--- src/pqual_pkg.sv ---
// Shared types and constants for the panel input qualifier.
package pqual_pkg;

    localparam int unsigned TIME_W    = 32;
    localparam int unsigned MS_W      = 16;
    localparam int unsigned CNT_W     = 5;
    localparam int unsigned CFG_IDX_W = 2;

    typedef enum logic [CFG_IDX_W-1:0] {
        REG_HOLD_TIME      = 2'd0,
        REG_BLINK_PERIOD   = 2'd1,
        REG_BLINK_TOGGLES  = 2'd2,
        REG_SAFETY_DEBOUNCE = 2'd3
    } t_cfg_reg;

    localparam logic [MS_W-1:0]  HOLD_TIME_RST       = 16'd200;
    localparam logic [MS_W-1:0]  BLINK_PERIOD_RST    = 16'd200;
    localparam logic [CNT_W-1:0] BLINK_TOGGLES_RST   = 5'd14;
    localparam logic [MS_W-1:0]  SAFETY_DEBOUNCE_RST = 16'd100;

    typedef struct packed {
        logic [TIME_W-1:0] now_ms;
        logic              thermostat_low;
        logic              remote_thermostat;
        logic              interlock_low;
        logic              door_high;
        logic              button_low;
        logic              safety_high;
        logic              blink_request;
    } t_in;

    typedef struct packed {
        logic thermostat_on;
        logic interlock_on;
        logic door_open;
        logic button_raw;
        logic reload_request;
        logic blink_busy;
        logic led_on;
        logic safety_on;
    } t_out;

endpackage

--- src/panel_input_qualifier.sv ---
// Panel input qualifier: heat demand, button hold, LED blink and safety debounce.
//
// Usage
//   Input channel (i_in_valid / o_in_ready / i_in_data): one request per
//   sample tick, carrying the millisecond time stamp and the raw pin levels.
//   Output channel (o_out_valid / i_out_ready / o_out_data): exactly one
//   result per request, in order, holding the qualified levels after that
//   tick's update.
//   Config channel (i_cfg_valid / o_cfg_ready / i_cfg_index / i_cfg_data):
//   always ready; write only while no request is in flight. Index 0 hold
//   time, 1 blink period, 2 blink toggle count (low 5 bits), 3 safety
//   debounce.
// Timing
//   Two register stages: input register, then result register. A result
//   is computed from the input register and held in the result register
//   until taken; one request per cycle is sustained while i_out_ready
//   stays high. That rate rests on the tick state update (three 32-bit
//   elapsed-time compares) that sits between the two registers.
// Reset
//   Synchronous, active low: both stages empty, all timers and flags clear,
//   LED off, config registers at their defaults (200, 200, 14, 100).
// Stall
//   When the receiver holds i_out_ready low the result register holds, the
//   input register fills, and then o_in_ready drops; nothing is lost.
module panel_input_qualifier (
    input  logic                                  i_clk,
    input  logic                                  i_rst_n,
    input  logic                                  i_in_valid,
    output logic                                  o_in_ready,
    input  pqual_pkg::t_in                        i_in_data,
    output logic                                  o_out_valid,
    input  logic                                  i_out_ready,
    output pqual_pkg::t_out                       o_out_data,
    input  logic                                  i_cfg_valid,
    output logic                                  o_cfg_ready,
    input  logic [pqual_pkg::CFG_IDX_W-1:0]       i_cfg_index,
    input  logic [pqual_pkg::MS_W-1:0]            i_cfg_data
);

    // config registers
    logic [pqual_pkg::MS_W-1:0]  r_hold_time;
    logic [pqual_pkg::MS_W-1:0]  r_blink_period;
    logic [pqual_pkg::CNT_W-1:0] r_blink_toggles;
    logic [pqual_pkg::MS_W-1:0]  r_safety_debounce;

    // pipeline
    logic            r_in_vld;
    pqual_pkg::t_in  r_in;
    logic            r_out_vld;
    pqual_pkg::t_out r_out;
    logic            advance;

    // tick state
    logic [pqual_pkg::TIME_W-1:0] r_press_start,  n_press_start;
    logic                         r_press_timing, n_press_timing;
    logic                         r_press_latched, n_press_latched;
    logic                         r_reload,       n_reload;
    logic                         r_blink_active, n_blink_active;
    logic [pqual_pkg::CNT_W-1:0]  r_blink_count,  n_blink_count;
    logic [pqual_pkg::TIME_W-1:0] r_blink_last,   n_blink_last;
    logic                         r_led,          n_led;
    logic [pqual_pkg::TIME_W-1:0] r_safety_start, n_safety_start;
    logic                         r_safety_timing, n_safety_timing;
    logic                         r_safety_flag,  n_safety_flag;
    pqual_pkg::t_out              n_out;

    // elapsed times, modulo 2^32
    logic [pqual_pkg::TIME_W-1:0] press_elapsed;
    logic [pqual_pkg::TIME_W-1:0] blink_elapsed;
    logic [pqual_pkg::TIME_W-1:0] safety_elapsed;
    logic                         hold_done;
    logic                         blink_due;
    logic                         safety_done;
    logic                         blink_go;

    assign advance     = r_in_vld && (!r_out_vld || i_out_ready);
    assign o_in_ready  = !r_in_vld || advance;
    assign o_out_valid = r_out_vld;
    assign o_out_data  = r_out;
    assign o_cfg_ready = 1'b1;

    assign press_elapsed  = r_in.now_ms - r_press_start;
    assign blink_elapsed  = r_in.now_ms - r_blink_last;
    assign safety_elapsed = r_in.now_ms - r_safety_start;

    assign hold_done   = press_elapsed  >
                         {{(pqual_pkg::TIME_W-pqual_pkg::MS_W){1'b0}}, r_hold_time};
    assign blink_due   = blink_elapsed  >
                         {{(pqual_pkg::TIME_W-pqual_pkg::MS_W){1'b0}}, r_blink_period};
    assign safety_done = safety_elapsed >
                         {{(pqual_pkg::TIME_W-pqual_pkg::MS_W){1'b0}}, r_safety_debounce};

    always_comb begin
        n_press_start   = r_press_start;
        n_press_timing  = r_press_timing;
        n_press_latched = r_press_latched;
        n_reload        = r_reload;
        n_blink_active  = r_blink_active;
        n_blink_count   = r_blink_count;
        n_blink_last    = r_blink_last;
        n_led           = r_led;
        n_safety_start  = r_safety_start;
        n_safety_timing = r_safety_timing;
        n_safety_flag   = r_safety_flag;

        // button hold; any release drops timing and request
        if (r_in.button_low) begin
            if (!r_press_latched) begin
                if (!r_press_timing) begin
                    n_press_start  = r_in.now_ms;
                    n_press_timing = 1'b1;
                end else if (hold_done) begin
                    n_reload        = 1'b1;
                    n_press_latched = 1'b1;
                end
            end
        end else begin
            n_press_timing  = 1'b0;
            n_press_latched = 1'b0;
            n_reload        = 1'b0;
        end

        // blink: a request restarts the count, last toggle time is kept
        blink_go = r_blink_active || r_in.blink_request;
        if (r_in.blink_request) begin
            n_blink_active = 1'b1;
            n_blink_count  = '0;
        end
        if (blink_go && blink_due) begin
            if (n_blink_count >= r_blink_toggles) begin
                n_blink_active = 1'b0;
                n_blink_count  = '0;
            end else begin
                n_led         = !r_led;
                n_blink_count = n_blink_count + 1'b1;
                n_blink_last  = r_in.now_ms;
            end
        end

        // safety debounce, strictly longer than the set time
        if (r_in.safety_high) begin
            if (!r_safety_timing) begin
                n_safety_start  = r_in.now_ms;
                n_safety_timing = 1'b1;
            end else if (safety_done) begin
                n_safety_flag = 1'b1;
            end
        end else begin
            n_safety_timing = 1'b0;
            n_safety_flag   = 1'b0;
        end

        n_out.thermostat_on  = r_in.thermostat_low | r_in.remote_thermostat;
        n_out.interlock_on   = r_in.interlock_low;
        n_out.door_open      = r_in.door_high;
        n_out.button_raw     = r_in.button_low;
        n_out.reload_request = n_reload;
        n_out.blink_busy     = n_blink_active;
        n_out.led_on         = n_led;
        n_out.safety_on      = n_safety_flag;
    end

    // config writes
    always_ff @(posedge i_clk) begin
        if (!i_rst_n) begin
            r_hold_time       <= pqual_pkg::HOLD_TIME_RST;
            r_blink_period    <= pqual_pkg::BLINK_PERIOD_RST;
            r_blink_toggles   <= pqual_pkg::BLINK_TOGGLES_RST;
            r_safety_debounce <= pqual_pkg::SAFETY_DEBOUNCE_RST;
        end else if (i_cfg_valid) begin
            unique case (pqual_pkg::t_cfg_reg'(i_cfg_index))
                pqual_pkg::REG_HOLD_TIME:       r_hold_time <= i_cfg_data;
                pqual_pkg::REG_BLINK_PERIOD:    r_blink_period <= i_cfg_data;
                pqual_pkg::REG_BLINK_TOGGLES:   r_blink_toggles <= i_cfg_data[pqual_pkg::CNT_W-1:0];
                pqual_pkg::REG_SAFETY_DEBOUNCE: r_safety_debounce <= i_cfg_data;
                default: ;
            endcase
        end
    end

    // pipeline control
    always_ff @(posedge i_clk) begin
        if (!i_rst_n) begin
            r_in_vld  <= 1'b0;
            r_out_vld <= 1'b0;
        end else begin
            if (o_in_ready) begin
                r_in_vld <= i_in_valid;
            end
            if (advance) begin
                r_out_vld <= 1'b1;
            end else if (i_out_ready) begin
                r_out_vld <= 1'b0;
            end
        end
    end

    // payload registers
    always_ff @(posedge i_clk) begin
        if (o_in_ready && i_in_valid) begin
            r_in <= i_in_data;
        end
        if (advance) begin
            r_out <= n_out;
        end
    end

    // tick state, updated once per request as it moves to the result stage
    always_ff @(posedge i_clk) begin
        if (!i_rst_n) begin
            r_press_start   <= '0;
            r_press_timing  <= 1'b0;
            r_press_latched <= 1'b0;
            r_reload        <= 1'b0;
            r_blink_active  <= 1'b0;
            r_blink_count   <= '0;
            r_blink_last    <= '0;
            r_led           <= 1'b0;
            r_safety_start  <= '0;
            r_safety_timing <= 1'b0;
            r_safety_flag   <= 1'b0;
        end else if (advance) begin
            r_press_start   <= n_press_start;
            r_press_timing  <= n_press_timing;
            r_press_latched <= n_press_latched;
            r_reload        <= n_reload;
            r_blink_active  <= n_blink_active;
            r_blink_count   <= n_blink_count;
            r_blink_last    <= n_blink_last;
            r_led           <= n_led;
            r_safety_start  <= n_safety_start;
            r_safety_timing <= n_safety_timing;
            r_safety_flag   <= n_safety_flag;
        end
    end

endmodule

--- config.mk ---
export PLATFORM = sky130hd
export DESIGN_NAME = panel_input_qualifier
export DESIGN_NICKNAME = d
export VERILOG_FILES = /design/src/pqual_pkg.sv /design/src/panel_input_qualifier.sv
export SDC_FILE = /design/constraint.sdc
export NUM_CORES = 1
export LEC_CHECK = 0
export BUFFER_PORTS_ARGS = -buffer_cell sky130_fd_sc_hd__buf_4
export CAP_MARGIN = 20
export CORE_ASPECT_RATIO = 1.75
export CORE_MARGIN = 2
export CORE_UTILIZATION = 55
export CTS_CLUSTER_DIAMETER = 150
export CTS_CLUSTER_SIZE = 16
export DETAILED_ROUTE_END_ITERATION = 8
export PLACE_DENSITY = 0.73
export RECOVER_POWER = 50
export SLEW_MARGIN = 20
export SYNTH_ARGS = -nofsm -noshare
export SYNTH_HDL_FRONTEND = slang
export SYNTH_SLANG_ARGS = --single-unit
--- constraint.sdc ---
create_clock -name i_clk -period 6.61 [get_ports i_clk]
set_clock_uncertainty 0.2 [all_clocks]
set_input_delay 0.661 -clock i_clk [delete_from_list [all_inputs] [get_ports i_clk]]
set_output_delay 0.661 -clock i_clk [all_outputs]
set_load 0.01 [all_outputs]
==> results.json <==
{
  "vias": 13410,
  "slew_viol_final": 60,
  "cp_slowest_stage_delay_ns": 0.42,
  "slew_headroom_pct": -96.54,
  "layout_common_cells": "nand2_1, a21oi_1, inv_1, dfxtp_1, ha_1",
  "synth_area_leaders": "dfxtp_1, ha_1, nand2_1",
  "synth_top_cell_by_area": "dfxtp_1",
  "die_y_um": 220.8,
  "violations": "max-capacitance violations, max-slew violations",
  "ctsResizeCount": 0,
  "fill_cells": 2489,
  "synth_fp_nets": 2098,
  "post-cts-setup-buffer-count": 0,
  "clockRootBuffer": "clkbuf_16",
  "drc": 0,
  "grt_pass1_wl_um": 65920,
  "drtPass1Iterations": 6,
  "final_util_pct": 59.90,
  "synth.distinct_cells": 82,
  "p_per_area_nw_per_um2": 205.7,
  "syn_to_final_growth_pct": 7.374,
  "avgRoutedWirePerCell_um": 18.20,
  "use_met3_pct": 2.321,
  "synthCells": 1886,
  "track_usage_pct": 29.05,
  "critPathArrivalTime_ns": 5.92,
  "fmax_mhz": 174.9,
  "met2_usage_pct": 53.63,
  "antenna_found_initial": 0,
  "cp-start-kind": "flip-flop",
  "place.gp.congestion": 0.9786,
  "placementRows": 79,
  "hold_buffers": 0,
  "critPathSlowestCell": "edfxtp_1",
  "cts_sinks": 210,
  "critPathRequiredTime_ns": 6.82,
  "vdd_drop_max_uv": 225.2,
  "ys_warn_count": 0,
  "grt_overflow": 0,
  "dieArea_um2": 28250,
  "async_reset_ff_share_pct": 0,
  "hpwl_um": 31530,
  "top_usage_layer": "met2",
  "drive_above_1_share_pct": 5.839,
  "cts_tree": "done",
  "fin_cells": 2242,
  "tightest_slew_ns": 2.946,
  "ys_seq_elements": 210,
  "syn-cell-area_um2": 14780,
  "fin_nets": 2120,
  "start_util_pct": 55.79,
  "htreeDepth": 1,
  "dp.cells": 2213,
  "outcome": "complete, but fails checks",
  "die_w_um": 127.9,
  "min_path_type": "in -> reg",
  "finalCriticalPeriod_ns": 5.717,
  "clockBufferDepth": 3,
  "timing.critical_path.cells": "inv_1, ha_1, inv_1, fa_1, a211oi_2, o21ai_0, a31oi_1, o21bai_1, a21oi_1, xnor2_1, ha_1, nand4_1, nor2_1, a221o_1, o31ai_1, o211ai_1, a311oi_1, nand4_1, nor4_4, nor3_4, buf_4, o211a_1",
  "post-route-period-util_pct": 86.49,
  "critPathKind": "reg -> reg",
  "cts-buffers-inserted": 17,
  "worstPathMaxFanout": 34,
  "hold_viol_final": 0,
  "num_antenna_cells": 0,
  "routed_via_density": 5.979,
  "io_pins": 73,
  "core_um2": 26490,
  "netlist.area_leader.share_pct": 22.08,
  "total_leakage_power_nw": 6.012,
  "setup_violations": 0,
  "finalSetupTns_ns": 0,
  "layout_commonest_cell": "nand2_1",
  "drtIter0Drc": 848,
  "crit_path_end_kind": "flip-flop",
  "clkSlewWorstSetupHoldPaths_ns": 0.08,
  "postRouteWirelength_um": 40800,
  "use_met1_pct": 32.54,
  "syn_area_per_cell_um2": 7.836,
  "total_power_mw": 3.264,
  "cap_violations": 2,
  "ys_seq_area_share_pct": 31.63,
  "grt_max_degree": 85,
  "drtAntennaViolNets": 0,
  "worstSkewPairLatency_ns": 0.52,
  "io_buffers": 71,
  "synth_flop_cell": "dfxtp_1",
  "rsz0062_at_grt": "false",
  "synth_edf_count": 47,
  "grt_pass1_vias": 12770
}
## report_power, final
part / total, mW / internal [mW] / switching, mW
Combinational: 0.860 / 0.346 / 0.514
Clock: 0.986 / 0.491 / 0.496
Sequential: 1.42 / 1.37 / 0.0513
## layout make-up
| type | count | area (um2) | share of cell area, % |
|---|---|---|---|
| clock buffer | 27 | 462.9 | 2.918 |
| multi-input combinational | 1426 | 9101 | 57.36 |
| inverter | 172 | 646.9 | 4.077 |
| timing repair buffer | 81 | 551.8 | 3.477 |
| tap | 324 | 405.4 | 2.555 |
| clock inverter | 2 | 25.02 | 0.1577 |
| sequential | 210 | 4674 | 29.46 |
## critical path: cells and delay by family (launching register included)
| kind | cells | cell delay [ns] |
|---|---|---|
| AOI/OAI and AO/OA | 10 | 2.55 |
| adders and majority gates | 3 | 0.88 |
| and+or+nand+nor | 5 | 0.83 |
| buffers and inverters | 3 | 0.57 |
| DFF | 1 | 0.42 |
| xor gates and xnor gates | 1 | 0.16 |
## metrics by stage
step	hold WS, ns	setup slack (ns)	instance area (um2)
after floorplan	0.2003	1.827	14780
after global placement	0.2012	1.258	15440
after detailed placement	0.2115	1.032	15440
after CTS	0.1048	0.9697	15930
after global routing	0.1269	0.4160	15870
final	0.1374	0.8932	15870
## logic make-up after synthesis
logic type | Yosys count | synth area share [%]
simple gates | 666 | 20.33
compound gates | 512 | 22.21
buf+inv | 250 | 6.799
flops | 210 | 31.63
fa+ha+maj | 150 | 12.85
xor+xnor | 55 | 3.310
mux | 42 | 2.845
other cells | 1 | 0.02538
## synth_stat cells, drive strengths merged (16+ instances only)
cell type and instances:
nand2b 18, edfxtp 47, mux2i 42, a21o 50, nor2b 25, clkbuf 62, o21ai 73, nand4 31
buf 16, o211ai 22, nand3 35, nor2 82, xor2 19, a211oi 24, nor3 27, xnor2 36
a21oi 215, ha 147, o21a 22, dfxtp 163, inv 172, nand2 384
## state kept, by name, summed over array words and instances, names as in the netlist, 3 cells and up
name               cells
r_hold_time           16
o_out_data             8
r_blink_last          32
r_press_start         32
r_safety_debounce     16
r_in                  36
r_blink_count          5
n_out                  3
r_safety_start        32
r_blink_toggles        5
r_blink_period        16
## path summary, 6_finish.rpt
kind                 startpoint                       endpoint  slack (ns)  cells after the start
max           r_in[7]$_DFFE_PP_  r_blink_count[0]$_SDFFE_PN0P_        0.89                     22
min               i_in_data[18]             r_in[18]$_DFFE_PP_        0.14                      1
max reg2reg   r_in[7]$_DFFE_PP_  r_blink_count[0]$_SDFFE_PN0P_        0.89                     22
min reg2reg  n_out[5]$_DFFE_PP_        o_out_data[5]$_DFFE_PP_        0.23                      0
## layer usage
layer | share of wire, % | wire, um | vias to the layer above
met5 | 0 | 0 | -
met4 | 5.8 | 2380 | 0
met3 | 3.7 | 1515 | 112
met2 | 52 | 21100 | 376
met1 | 39 | 15800 | 6272
li1 | - | - | 6646
(Power assumes the default switching activity.)
